File: src/rtl/lrr_pkg.sv
// ----------------------------------------------------------------------------
// lrr_pkg
// Shared types and constants for the ranged Lehmer generator.
// ----------------------------------------------------------------------------
package lrr_pkg;

  localparam int unsigned WordW = 32;
  localparam int unsigned MultW = 29;
  localparam int unsigned ProdW = WordW + MultW;
  localparam int unsigned AccW  = WordW + 2;

  typedef logic        [WordW-1:0] word_t;
  typedef logic signed [WordW-1:0] sword_t;
  typedef logic        [AccW-1:0]  acc_t;
  typedef logic        [ProdW-1:0] prod_t;

  // func codes
  localparam logic FuncLoad = 1'b0;
  localparam logic FuncDraw = 1'b1;

  localparam logic [MultW-1:0] LehmerMult = 29'd279470273;
  localparam word_t            LehmerMod  = 32'hFFFF_FFFB;
  // two's complement of the modulus at accumulator width
  localparam acc_t             NegMod     = 34'h3_0000_0005;
  localparam word_t            ResetState = 32'd1;

endpackage

File: src/rtl/lrr_if.sv
// ----------------------------------------------------------------------------
// lrr_in_if / lrr_out_if
// Valid/ready channels for draw requests and results.
// ----------------------------------------------------------------------------
interface lrr_in_if;
  import lrr_pkg::*;

  logic   valid;
  logic   ready;
  logic   func;
  word_t  seed_value;
  sword_t range_low;
  sword_t range_high;

  modport source (output valid, func, seed_value, range_low, range_high, input ready);
  modport sink   (input valid, func, seed_value, range_low, range_high, output ready);
endinterface

interface lrr_out_if;
  import lrr_pkg::*;

  logic   valid;
  logic   ready;
  sword_t drawn_value;
  word_t  state_after;
  logic   zero_range;

  modport source (output valid, drawn_value, state_after, zero_range, input ready);
  modport sink   (input valid, drawn_value, state_after, zero_range, output ready);
endinterface

File: src/rtl/lehmer_range_random.sv
// ----------------------------------------------------------------------------
// lehmer_range_random: Lehmer generator mod 2^32-5 with a ranged draw
// Load item: seed stored on accept, then output load. Draw item: multiply,
// two folds, reduce, 32 restoring divide steps on the shared adder, add low
// bound, output load; a zero range skips divide and add. A stalled result
// holds the block in its last step, one item at a time.
// Async active-low reset: state = 1, no result pending.
// ----------------------------------------------------------------------------
module lehmer_range_random (
  input logic       clk_i,
  input logic       rst_ni,
  lrr_in_if.sink    in_i,
  lrr_out_if.source out_o
);
  import lrr_pkg::*;

  typedef enum logic [2:0] {
    StIdle,
    StMul,
    StFold1,
    StFold2,
    StReduce,
    StDiv,
    StAddLo,
    StFinish
  } state_e;

  state_e state_q;

  // generator state and working registers
  word_t      gen_q;
  prod_t      prod_q;
  acc_t       acc_q;
  word_t      lo_q;
  word_t      hi_q;
  word_t      range_q;
  word_t      dvd_q;     // dividend, shifted out MSB first
  word_t      rem_q;     // partial remainder, always below range
  logic [4:0] cnt_q;
  word_t      res_drawn_q;
  logic       res_flag_q;

  // output register
  logic   out_valid_q;
  sword_t out_drawn_q;
  word_t  out_state_q;
  logic   out_flag_q;

  // Shared adder: every arithmetic step after the multiply goes through it.
  acc_t  alu_a;
  acc_t  alu_b;
  acc_t  alu_sum;
  logic [WordW:0] div_shift;
  logic  out_free;

  assign div_shift = {rem_q, dvd_q[WordW-1]};
  assign alu_sum   = alu_a + alu_b;
  assign out_free  = !out_valid_q || out_o.ready;

  always_comb begin
    alu_a = '0;
    alu_b = '0;
    unique case (state_q)
      StMul: begin
        // range = high - low, wrapped
        alu_a = {2'b00, hi_q};
        alu_b = {2'b00, ~lo_q} + acc_t'(1);
      end
      StFold1: begin
        // 2^32 == 5 (mod M): fold the upper product bits back in
        alu_a = {2'b00, prod_q[WordW-1:0]};
        alu_b = acc_t'({prod_q[ProdW-1:WordW], 2'b00}) + acc_t'(prod_q[ProdW-1:WordW]);
      end
      StFold2: begin
        alu_a = {2'b00, acc_q[WordW-1:0]};
        alu_b = acc_t'({acc_q[AccW-1:WordW], 2'b00}) + acc_t'(acc_q[AccW-1:WordW]);
      end
      StReduce: begin
        alu_a = acc_q;
        alu_b = NegMod;
      end
      StDiv: begin
        // trial subtract of the range
        alu_a = {1'b0, div_shift};
        alu_b = ~{2'b00, range_q} + acc_t'(1);
      end
      StAddLo: begin
        alu_a = {2'b00, rem_q};
        alu_b = {2'b00, lo_q};
      end
      default: begin
        alu_a = '0;
        alu_b = '0;
      end
    endcase
  end

  assign in_i.ready = (state_q == StIdle);

  always_ff @(posedge clk_i or negedge rst_ni) begin
    if (!rst_ni) begin
      state_q     <= StIdle;
      gen_q       <= ResetState;
      out_valid_q <= 1'b0;
      cnt_q       <= '0;
    end else begin
      // drop the result once it is taken, unless a new one loads this cycle
      if (out_valid_q && out_o.ready && (state_q != StFinish)) begin
        out_valid_q <= 1'b0;
      end

      unique case (state_q)
        StIdle: begin
          if (in_i.valid) begin
            lo_q <= word_t'(in_i.range_low);
            hi_q <= word_t'(in_i.range_high);
            if (in_i.func == FuncLoad) begin
              gen_q       <= in_i.seed_value;
              res_drawn_q <= '0;
              res_flag_q  <= 1'b0;
              state_q     <= StFinish;
            end else begin
              state_q <= StMul;
            end
          end
        end
        StMul: begin
          prod_q  <= prod_t'(gen_q) * prod_t'(LehmerMult);
          range_q <= alu_sum[WordW-1:0];
          state_q <= StFold1;
        end
        StFold1: begin
          acc_q   <= alu_sum;
          state_q <= StFold2;
        end
        StFold2: begin
          acc_q   <= alu_sum;
          state_q <= StReduce;
        end
        StReduce: begin
          // at most one subtract: the folded value stays below twice M
          priority if (acc_q >= {2'b00, LehmerMod}) begin
            gen_q <= alu_sum[WordW-1:0];
            dvd_q <= alu_sum[WordW-1:0];
          end else begin
            gen_q <= acc_q[WordW-1:0];
            dvd_q <= acc_q[WordW-1:0];
          end
          rem_q <= '0;
          cnt_q <= 5'(WordW - 1);
          if (range_q == '0) begin
            // zero range: hold the low bound and raise the flag
            res_drawn_q <= lo_q;
            res_flag_q  <= 1'b1;
            state_q     <= StFinish;
          end else begin
            res_flag_q <= 1'b0;
            state_q    <= StDiv;
          end
        end
        StDiv: begin
          // restoring step: keep the difference when it does not borrow
          if (!alu_sum[AccW-1]) begin
            rem_q <= alu_sum[WordW-1:0];
          end else begin
            rem_q <= div_shift[WordW-1:0];
          end
          dvd_q <= {dvd_q[WordW-2:0], 1'b0};
          cnt_q <= cnt_q - 5'd1;
          if (cnt_q == '0) begin
            state_q <= StAddLo;
          end
        end
        StAddLo: begin
          res_drawn_q <= alu_sum[WordW-1:0];
          state_q     <= StFinish;
        end
        StFinish: begin
          // wait until the output register is free
          if (out_free) begin
            out_valid_q <= 1'b1;
            out_drawn_q <= sword_t'(res_drawn_q);
            out_state_q <= gen_q;
            out_flag_q  <= res_flag_q;
            state_q     <= StIdle;
          end
        end
        default: begin
          state_q <= StIdle;
        end
      endcase
    end
  end

  assign out_o.valid       = out_valid_q;
  assign out_o.drawn_value = out_drawn_q;
  assign out_o.state_after = out_state_q;
  assign out_o.zero_range  = out_flag_q;

endmodule

File: src/flat_wrapper.sv
// flat-port wrapper written by rule: the top's interface ports become plain ports
module lehmer_range_random_flat import lrr_pkg::*;
  (clk_i, rst_ni, in_i_valid, in_i_func, in_i_seed_value, in_i_range_low, in_i_range_high, in_i_ready, out_o_valid, out_o_drawn_value, out_o_state_after, out_o_zero_range, out_o_ready);
  lrr_in_if in_i_i ();
  lrr_out_if out_o_i ();
  input logic clk_i;
  input logic rst_ni;
  input wire logic [$bits(in_i_i.valid)-1:0] in_i_valid;
  input wire logic [$bits(in_i_i.func)-1:0] in_i_func;
  input wire logic [$bits(in_i_i.seed_value)-1:0] in_i_seed_value;
  input wire logic [$bits(in_i_i.range_low)-1:0] in_i_range_low;
  input wire logic [$bits(in_i_i.range_high)-1:0] in_i_range_high;
  output wire logic [$bits(in_i_i.ready)-1:0] in_i_ready;
  output wire logic [$bits(out_o_i.valid)-1:0] out_o_valid;
  output wire logic [$bits(out_o_i.drawn_value)-1:0] out_o_drawn_value;
  output wire logic [$bits(out_o_i.state_after)-1:0] out_o_state_after;
  output wire logic [$bits(out_o_i.zero_range)-1:0] out_o_zero_range;
  input wire logic [$bits(out_o_i.ready)-1:0] out_o_ready;
  assign in_i_i.valid = in_i_valid;
  assign in_i_i.func = in_i_func;
  assign in_i_i.seed_value = in_i_seed_value;
  assign in_i_i.range_low = in_i_range_low;
  assign in_i_i.range_high = in_i_range_high;
  assign in_i_ready = in_i_i.ready;
  assign out_o_valid = out_o_i.valid;
  assign out_o_drawn_value = out_o_i.drawn_value;
  assign out_o_state_after = out_o_i.state_after;
  assign out_o_zero_range = out_o_i.zero_range;
  assign out_o_i.ready = out_o_ready;
  lehmer_range_random u_core (.clk_i(clk_i), .rst_ni(rst_ni), .in_i(in_i_i), .out_o(out_o_i));
endmodule
File: config.mk
export PLATFORM = sky130hd
export DESIGN_NAME = lehmer_range_random_flat
export DESIGN_NICKNAME = d
export VERILOG_FILES = /design/src/rtl/lrr_pkg.sv /design/src/rtl/lrr_if.sv /design/src/rtl/lehmer_range_random.sv /design/src/flat_wrapper.sv
export SDC_FILE = /design/constraint.sdc
export NUM_CORES = 1
export LEC_CHECK = 0
export ABC_AREA = 1
export ABC_CLOCK_PERIOD_IN_PS = 6700
export BUFFER_PORTS_ARGS = -buffer_cell sky130_fd_sc_hd__buf_4
export CORE_ASPECT_RATIO = 1.5
export CORE_MARGIN = 1.5
export CORE_UTILIZATION = 50
export DETAILED_ROUTE_END_ITERATION = 10
export PLACE_DENSITY = 0.78
export RECOVER_POWER = 50
export SYNTH_ARGS = -nofsm -noshare
export SYNTH_HDL_FRONTEND = slang
export SYNTH_SLANG_ARGS = --single-unit
File: constraint.sdc
create_clock -name clk_i -period 6.7 [get_ports clk_i]
set_input_delay 1.34 -clock clk_i [delete_from_list [all_inputs] [get_ports clk_i]]
set_output_delay 1.34 -clock clk_i [all_outputs]
set_load 0.1 [all_outputs]
After elaboration in Yosys (flattened, before gate mapping)

Cells that the tools add are included.

Flip-flop bits (word level): 394
Bits in latches: 0
Bits in writable memories: 0
Bits in read-only memories: 0
Bits of input ports: 101
Output and inout bits: 67
Logic and storage cells: 86
Memories: 0

Add/sub/neg operators: 6
Multiply operators: 1
Div/mod/pow operators: 0
$lt $le $gt $ge: 1
Equality and inequality tests: 13
Shifts and indexed selects: 0
Mux-type cells: 27
Bitwise gates (word level): 2
Reduce and logical (&&, ||, !) cells: 20

Operator list:

| cell                                                                     | count |
|---|---|
| 34-bit one-hot mux with 6 select lines                                   | 2 |
| 32-bit two-way mux                                                       | 7 |
| 32-bit one-hot mux with 2 select lines                                   | 3 |
| 32-bit one-hot mux with 3 select lines                                   | 1 |
| 32-bit by 29-bit multiplier with 61-bit output (second input constant)   | 1 |
| 34-bit by 1-bit adder with 34-bit output (second input constant)         | 1 |
| 34-bit adder                                                             | 1 |
| 34-bit by 32-bit >= comparator with 1-bit output (second input constant) | 1 |
| 32-bit NOT with 34-bit output                                            | 1 |
| 32-bit by 1-bit adder with 33-bit output (second input constant)         | 1 |
| 31-bit by 29-bit adder with 32-bit output                                | 1 |
| 32-bit logical NOT                                                       | 1 |
| 32-bit NOT                                                               | 1 |
| 3-bit one-hot mux with 8 select lines                                    | 1 |
| 3-bit equality test (second input constant)                              | 4 |
| 3-bit two-way mux                                                        | 4 |
| 3-bit AND reduction                                                      | 4 |
| 5-bit one-hot mux with 2 select lines                                    | 1 |
| 3-bit by 2-bit equality test with 1-bit output (second input constant)   | 2 |
| 1-bit two-way mux                                                        | 6 |
| 2-bit by 1-bit inequality test with 1-bit output (second input constant) | 3 |
| 2-bit AND reduction                                                      | 3 |
| 4-bit by 2-bit adder with 5-bit output                                   | 1 |
| 5-bit logical NOT                                                        | 1 |
| other kinds (15)                                                         | 18 |

Depth between registers and ports, before layout

Gate-level depths: netlist of the first run.

Word-level depth: 6
Depth in mapped cells: 31
Depth with buffers taken out: 30

Least setup slack after synthesis of the first run

OpenSTA, ideal clock, no wires.

Path type: input to register
Start: input out_o_ready
End: register u_core.out_drawn_q[0] (netlist: u_core.out_o.drawn_value[0]) (enable)
Setup time: 0.568 ns
Arrival: 5.843 ns
Data required time: 6.132 ns
Setup slack: 0.289 ns
Stages on the path: 2
Buffers on the path: 0
Path through: nor2_1 > nor3_1

Cells in the longest elaborated chain, start to end: 2

Ends and longest elaborated chain:

| item                                 | line                       | text |
|---|---|---|
| start: declaration                   | flat_wrapper.sv:18         | `input wire logic [$bits(out_o_i.ready)-1:0] out_o_ready;` |
| 1-bit logical OR                     | lehmer_range_random.sv:58  | `assign out_free = !out_valid_q \|\| out_o.ready;` |
| 3-bit AND reduction (no source line) | n/a                        |  |
| end signal: assignment               | lehmer_range_random.sv:182 | `out_drawn_q <= sword_t'(res_drawn_q);` |
| end: declaration                     | lehmer_range_random.sv:45  | `sword_t out_drawn_q;` |

Every way passes these cells.
A chain may end at the register's enable or synchronous reset.

Worst setup path after layout of the first run

Start: register u_core.gen_q[6]
End: register u_core.prod_q[42], data pin

Cells in the longest elaborated chain, start to end: 1

Ends and longest elaborated chain:

| item                                           | line                       | text |
|---|---|---|
| start: declaration                             | lehmer_range_random.sv:31  | `word_t gen_q;` |
| start signal: assignment                       | lehmer_range_random.sv:103 | `gen_q <= ResetState;` |
| start signal: assignment                       | lehmer_range_random.sv:118 | `gen_q <= in_i.seed_value;` |
| start signal: assignment                       | lehmer_range_random.sv:143 | `gen_q <= alu_sum[WordW-1:0];` |
| 32-bit by 29-bit multiplier with 61-bit output | lehmer_range_random.sv:128 | `prod_q <= prod_t'(gen_q) * prod_t'(LehmerMult);` |
| end signal: assignment                         | lehmer_range_random.sv:128 |  |
| end: declaration                               | lehmer_range_random.sv:32  | `prod_t prod_q;` |

Every way passes these cells.

==> results of run 1 <==
-- stage by stage --
| stage | utilization [%] | hold WS (ps) |
|---|---|---|
| final | 55.9 | 411 |
| after global routing | 55.9 | 408 |
| after CTS | 56.5 | 402 |
| after detailed placement | 54.3 | 405 |
| after global placement | 54.3 | 401 |
| after floorplan | - | 400 |
-- flip-flops by register name, indices dropped and copies added, names as in the netlist --
name,cells
u_core.out_o.drawn_value,32
u_core.dvd_q,32
u_core.out_o.valid,1
u_core.lo_q,32
u_core.acc_q,34
u_core.prod_q,61
u_core.out_o.state_after,32
u_core.cnt_q,5
u_core.rem_q,32
u_core.state_q,3
u_core.res_flag_q,1
u_core.range_q,32
u_core.gen_q,32
u_core.hi_q,32
u_core.out_o.zero_range,1
u_core.res_drawn_q,32
-- cells in the mapped netlist (12+ instances only) --
library cell and number:
nor2_2 12, inv_1 711, a21oi_1 172, a21o_1 15
or2_2 15, fa_1 176, nor3_1 42, buf_2 22
dfrtp_1 40, a31oi_1 40, inv_2 15, o22ai_1 45
nand4_1 37, ha_1 375, nand3_1 200, nor2_1 447
and2_1 14, nand3b_1 21, clkbuf_1 42, a221oi_1 33
edfxtp_1 353, xnor2_1 14, nand2_1 909, o21ai_0 148
xor2_1 51
-- critical path, delay by kind of cell (launching register included) --
kind                     cells  cell delay, ps
buffers and inverters        6             410
adder cells (fa/ha/maj)      8            3810
flip-flops                   1             630
XOR/XNOR                     1              70
AND/OR/NAND/NOR              6            1110
-- logic make-up (layout without fill, tap and decap cells) --
family                     Yosys count  in the layout  synth area share [%]
adders and majority gates          551            551                  24.4
and+or+nand+nor                   1723           1723                  21.3
buffers and inverters              798           1029                  9.11
DFF                                394            394                  34.5
AOI/OAI and AO/OA                  518            518                  8.98
xor gates and xnor gates            65             65                  1.69
-- path summary, 6_finish.rpt --
check                                           startpoint                                    end  slack (ps)  cells past startpoint
setup / recovery               u_core.gen_q[6]$_DFFE_PN0P_            u_core.prod_q[42]$_DFFE_PP_         390                     21
setup reg to reg               u_core.gen_q[6]$_DFFE_PN0P_            u_core.prod_q[42]$_DFFE_PP_         390                     21
min in group asynchronous                           rst_ni            u_core.cnt_q[2]$_DFFE_PN0N_        1590                      1
max in group asynchronous                           rst_ni           u_core.gen_q[22]$_DFFE_PN0P_        3510                      1
hold reg to reg            u_core.res_drawn_q[6]$_DFFE_PP_  u_core.out_o.drawn_value[6]$_DFFE_PP_         410                      0
hold / removal             u_core.res_drawn_q[6]$_DFFE_PP_  u_core.out_o.drawn_value[6]$_DFFE_PP_         410                      0
-- metal layers --
layer	part of all wire (%)	vias up	track usage, %	wire length, um
met5	0.010	-	0	13
met4	10	2	30.9	12900
met3	6.2	461	5.05	7730
met1	32	14000	36.0	40300
met2	51	1456	65.2	63200
li1	-	13700	-	-
-- area by class of cell --
cell class                      instances  area (um^2)  share of cell area (%)
Multi-Input combinational cell       2857        19000                    51.0
Clock buffer                           48         1090                    2.94
Inverter                              728         2730                    7.34
Sequential cell                       394        11600                    31.2
Timing Repair Buffer                  222         1340                    3.59
Tap cell                              885         1110                    2.97
Clock inverter                         31          348                   0.934
==> impl_metrics.py, run 1 <==
metrics = {
    "finish": {
        "fin_cells": 5165,
        "fin_area_um2": 37300,
        "area_growth_pct": 10.7,
        "final_common_cell": "nand2_1",
        "drive_gt1_share_pct": 6.21,
        "fin_nets": 4898,
        "fillerInstances": 6272,
        "antenna_cells": 0,
        "final_cell_mix": "nand2_1, inv_1, nor2_1, ha_1, edfxtp_1",
    },
    "clocking": {
        "path_clk_slew_ps": 60,
        "clkLatencyLatePin_ps": 620,
        "htreeDepth": 2,
        "cts_buffers": 43,
        "post_cts_buffers": 0,
        "cts.sinks": 394,
        "cts_tree": "done",
        "clockBufferDepth": 3,
        "cts_root_buf": "clkbuf_16",
        "cts-hold-fix-buffers": 0,
        "cts.repair.resized": 0,
    },
    "synthesis": {
        "ys_ff_latch": 394,
        "synth_top_area_cell": "edfxtp_1",
        "synthTopCellsByArea": "edfxtp_1, ha_1, fa_1, nand2_1, inv_1",
        "synth_warnings": 0,
        "syn_area_um2": 33700,
        "synth_flop_cell": "edfxtp_1",
        "syn_avg_cell_area_um2": 8.31,
        "synthCells": 4049,
        "ys_seq_area_share_pct": 34.5,
        "async_flop_share_pct": 10.4,
        "synth_cell_type_count": 50,
        "synth_fp_nets": 4701,
        "synth_top_area_share_pct": 31.5,
        "synth_edf_count": 353,
    },
    "detailed_routing": {
        "drt_wl_total_um": 124000,
        "drt_first_pass_iters": 9,
        "viasPerCell": 5.73,
        "drc": 1,
        "drtIter0Drc": 2616,
        "wire_per_inst_um": 24.1,
        "route.vias.total": 29600,
        "antenna_left": 0,
    },
    "global_routing": {
        "grt_overflow": 0,
        "grt_pass1_vias": 29600,
        "grt_pass1_wl_um": 181000,
        "grt_antenna_before_repair": 1,
        "grt_max_degree": 68,
        "grt_use_total_pct": 35.9,
    },
    "outcome": {
        "status": "complete, but fails checks",
        "violations": "design-rule violations, max-capacitance violations, max-slew violations",
    },
    "floorplanning": {
        "die_y_um": 321,
        "io_pins": 168,
        "rows": 116,
        "dieWidth_um": 215,
        "die-area_um2": 68900,
        "coreArea_um2": 66600,
        "start_util_pct": 50.5,
    },
    "job": {
        "maxCapViolCount": 8,
    },
    "sta": {
        "skew_ps": 34.0,
        "rsz0062_at_grt": "no",
        "hold_viol": 0,
        "period_share_pct": 94.2,
        "layout_setup_ws_ps": 386,
        "timing.slew.headroom_pct": -83.9,
        "setup_viol": 0,
        "slew_viol_final": 279,
        "period_minus_slack_ps": 6310,
        "setup_tns_ps": 0,
        "tightest_slew_ps": 2760,
        "fmax_ghz": 0.158,
    },
    "worst_setup_path": {
        "cp.required_ps": 7050,
        "cp.arrival_ps": 6670,
        "crit_path_end_kind": "flop",
        "critPathKind": "flop to flop",
        "startpoint_type": "flop",
        "worstPathMaxFanout": 9,
        "max_stage_delay_ps": 630,
        "path_cells": "ha_1 > fa_1 > inv_1 > fa_1 > inv_1 > fa_1 > fa_1 > fa_1 > inv_1 > fa_1 > inv_1 > ha_1 > nand2_1 > nor2_1 > inv_1 > nor2_1 > inv_1 > nor2_1 > nand4_1 > nand3_1 > xor2_1",
        "cp_slowest_cell": "dfrtp_1",
    },
    "min_path": {
        "hp-class": "flop to flop",
    },
    "placement": {
        "portBuffers": 167,
        "hpwl_um": 102000,
        "place_area_um2": 36200,
        "gp_congestion": 1.05,
        "place_ws_ps": 426,
        "dp_cells": 5086,
    },
}
Power of run 1 is not shown: default switching activity piles up to over one toggle a cycle in this logic, so the estimate is an artifact.
==> inputs of run 2 (changes only) <==
Settings changed: BUFFER_PORTS_ARGS -buffer_cell sky130_fd_sc_hd__buf_4 to unset, CORE_UTILIZATION 50 to 35, DONT_BUFFER_PORTS set to 1, PLACE_DENSITY 0.78 to 0.6.
==> impl_metrics.py, run 2 (synthesis results as in run 1) <==
metrics = {
    "outcome": {
        "status": "complete, but fails checks",
        "violations": "max-capacitance violations, max-slew violations",
    },
    "worst_setup_path": {
        "rrSetupSlack_ps": 230,
        "cp_num_buf_inv": 7,
        "cp.arrival_ps": 6820,
        "critPathKind": "flop to flop",
        "crit_top_cell": "inv_1",
        "crit_family": "adder cells",
        "startpoint_type": "flop",
        "max_stage_delay_ps": 550,
        "cp_slowest_cell": "fa_1",
        "crit_path_end_kind": "flop",
        "reg2reg_to": "u_core.prod_q[50]$_DFFE_PP_",
        "worstPathMaxFanout": 6,
        "path_cells": "buf_4 > ha_1 > inv_1 > fa_1 > fa_1 > inv_1 > fa_1 > inv_1 > fa_1 > inv_1 > fa_1 > ha_1 > ha_1 > nand2_1 > nor2_1 > inv_1 > nor2_1 > inv_1 > nor3_1 > nand4_1 > nand3_1 > xor2_1",
        "worstReg2RegStart": "u_core.gen_q[7]$_DFFE_PN0P_",
        "cp.required_ps": 7050,
        "rr_worst_depth": 22,
    },
    "global_routing": {
        "grt_pass1_vias": 28700,
        "grt_pass1_wl_um": 181000,
        "grt_antenna_before_repair": 13,
        "grt_max_degree": 83,
        "grt_use_total_pct": 25.0,
        "grt_overflow": 0,
    },
    "detailed_routing": {
        "viasPerCell": 5.27,
        "drt_first_pass_iters": 6,
        "drtIter0Drc": 2177,
        "route.vias.total": 28400,
        "antenna_left": 0,
        "drc": 0,
        "drt_wl_total_um": 124000,
        "wire_per_inst_um": 23.1,
    },
    "clocking": {
        "clockBufferDepth": 3,
        "clkLatencyLatePin_ps": 620,
        "post_cts_buffers": 0,
        "cts_root_buf": "clkbuf_16",
        "cts_buffers": 45,
        "path_clk_slew_ps": 70,
        "cts-hold-fix-buffers": 0,
        "htreeDepth": 2,
        "cts.repair.resized": 0,
        "cts.sinks": 394,
        "cts_tree": "done",
    },
    "sta": {
        "hold_viol": 0,
        "slew_viol_final": 270,
        "skew_ps": 26.7,
        "setup_viol": 0,
        "period_share_pct": 96.6,
        "setup_tns_ps": 0,
        "tightest_slew_ps": 4030,
        "timing.slew.headroom_pct": -169,
        "fmax_ghz": 0.155,
        "period_minus_slack_ps": 6470,
        "rsz0062_at_grt": "no",
    },
    "finish": {
        "final_common_cell": "nand2_1",
        "fillerInstances": 9896,
        "drive_gt1_share_pct": 3.99,
        "final_cell_mix": "nand2_1, inv_1, nor2_1, ha_1, edfxtp_1",
        "top_register": "u_core.prod_q",
        "area_growth_pct": 9.43,
        "reg.largest.list": "u_core.prod_q (61), u_core.acc_q (34)",
        "fin_nets": 4733,
        "largest_reg_flops": 61,
    },
    "min_path": {
        "hp-class": "input port to asynchronous set/reset pin",
    },
    "floorplanning": {
        "die_y_um": 383,
        "io_pins": 168,
        "die-area_um2": 98100,
        "dieWidth_um": 256,
        "rows": 139,
        "coreArea_um2": 95500,
        "start_util_pct": 35.3,
    },
    "placement": {
        "gp_congestion": 1.04,
        "portBuffers": 0,
        "hpwl_um": 103000,
    },
    "job": {
        "maxCapViolCount": 7,
    },
}
## run 2: cell count changes in the layout (fill, tap and decap cells not counted), sizes merged, moves of 2 or more
cell      delta
bufinv       +2
clkinvlp     +2
clkbuf     -123
buf         -38
inv          -2
clkinv       -6
## run 2: routing by layer
layer  share of wire, %  up-vias  wire length [um]  track usage, %
li1                   -    13400                 -               -
met1                 36    13600             44700            26.5
met2                 51     1047             63900            46.2
met3                5.1      325              6380            3.26
met4                7.5        8              9290            16.2
met5              0.039        -                49               0
## run 2: final cells by class
class | instances | area [um^2] | area share [%]
timing repair buffer | 55 | 355 | 0.965
clock inverter | 27 | 338 | 0.917
inverter | 728 | 2730 | 7.42
multi-input combinational | 2857 | 19000 | 51.6
antenna | 1 | 2.50 | 0.00679
sequential | 394 | 11600 | 31.6
clock buffer | 54 | 1200 | 3.26
tap | 1269 | 1590 | 4.31
## run 2: how the worst max path moves through the flow
stage | depth (start not counted) | startpoint | to | slack [ps]
5_1_grt | 22 | u_core.gen_q[7]$_DFFE_PN0P_ | u_core.prod_q[50]$_DFFE_PP_ | 30
3_3_place_gp | 23 | u_core.gen_q[7]$_DFFE_PN0P_ | u_core.prod_q[51]$_DFFE_PP_ | 330
2_1_floorplan | 2 | out_o_ready | u_core.out_o.drawn_value[0]$_DFFE_PP_ | 290
4_1_cts | 22 | u_core.gen_q[7]$_DFFE_PN0P_ | u_core.prod_q[50]$_DFFE_PP_ | 260
6_report | 22 | u_core.gen_q[7]$_DFFE_PN0P_ | u_core.prod_q[50]$_DFFE_PP_ | 230
3_5_place_dp | 22 | u_core.gen_q[7]$_DFFE_PN0P_ | u_core.prod_q[50]$_DFFE_PP_ | 300
## run 2: per-stage QoR
step | area, um^2 | setup WS [ps] | instances | hold slack, ps | util [%]
6_report | 36800 | 231 | 5385 | 416 | 38.6
5_1_grt | 36800 | 31.1 | 5384 | 399 | 38.6
4_1_cts | 36900 | 257 | 5384 | 385 | 38.7
3_5_place_dp | 35400 | 296 | 5303 | 405 | 37.1
3_3_place_gp | 35400 | 333 | 5303 | 403 | 37.1
2_1_floorplan | 33700 | 289 | 4049 | 400 | -
Power of run 2 is left out for the same reason.
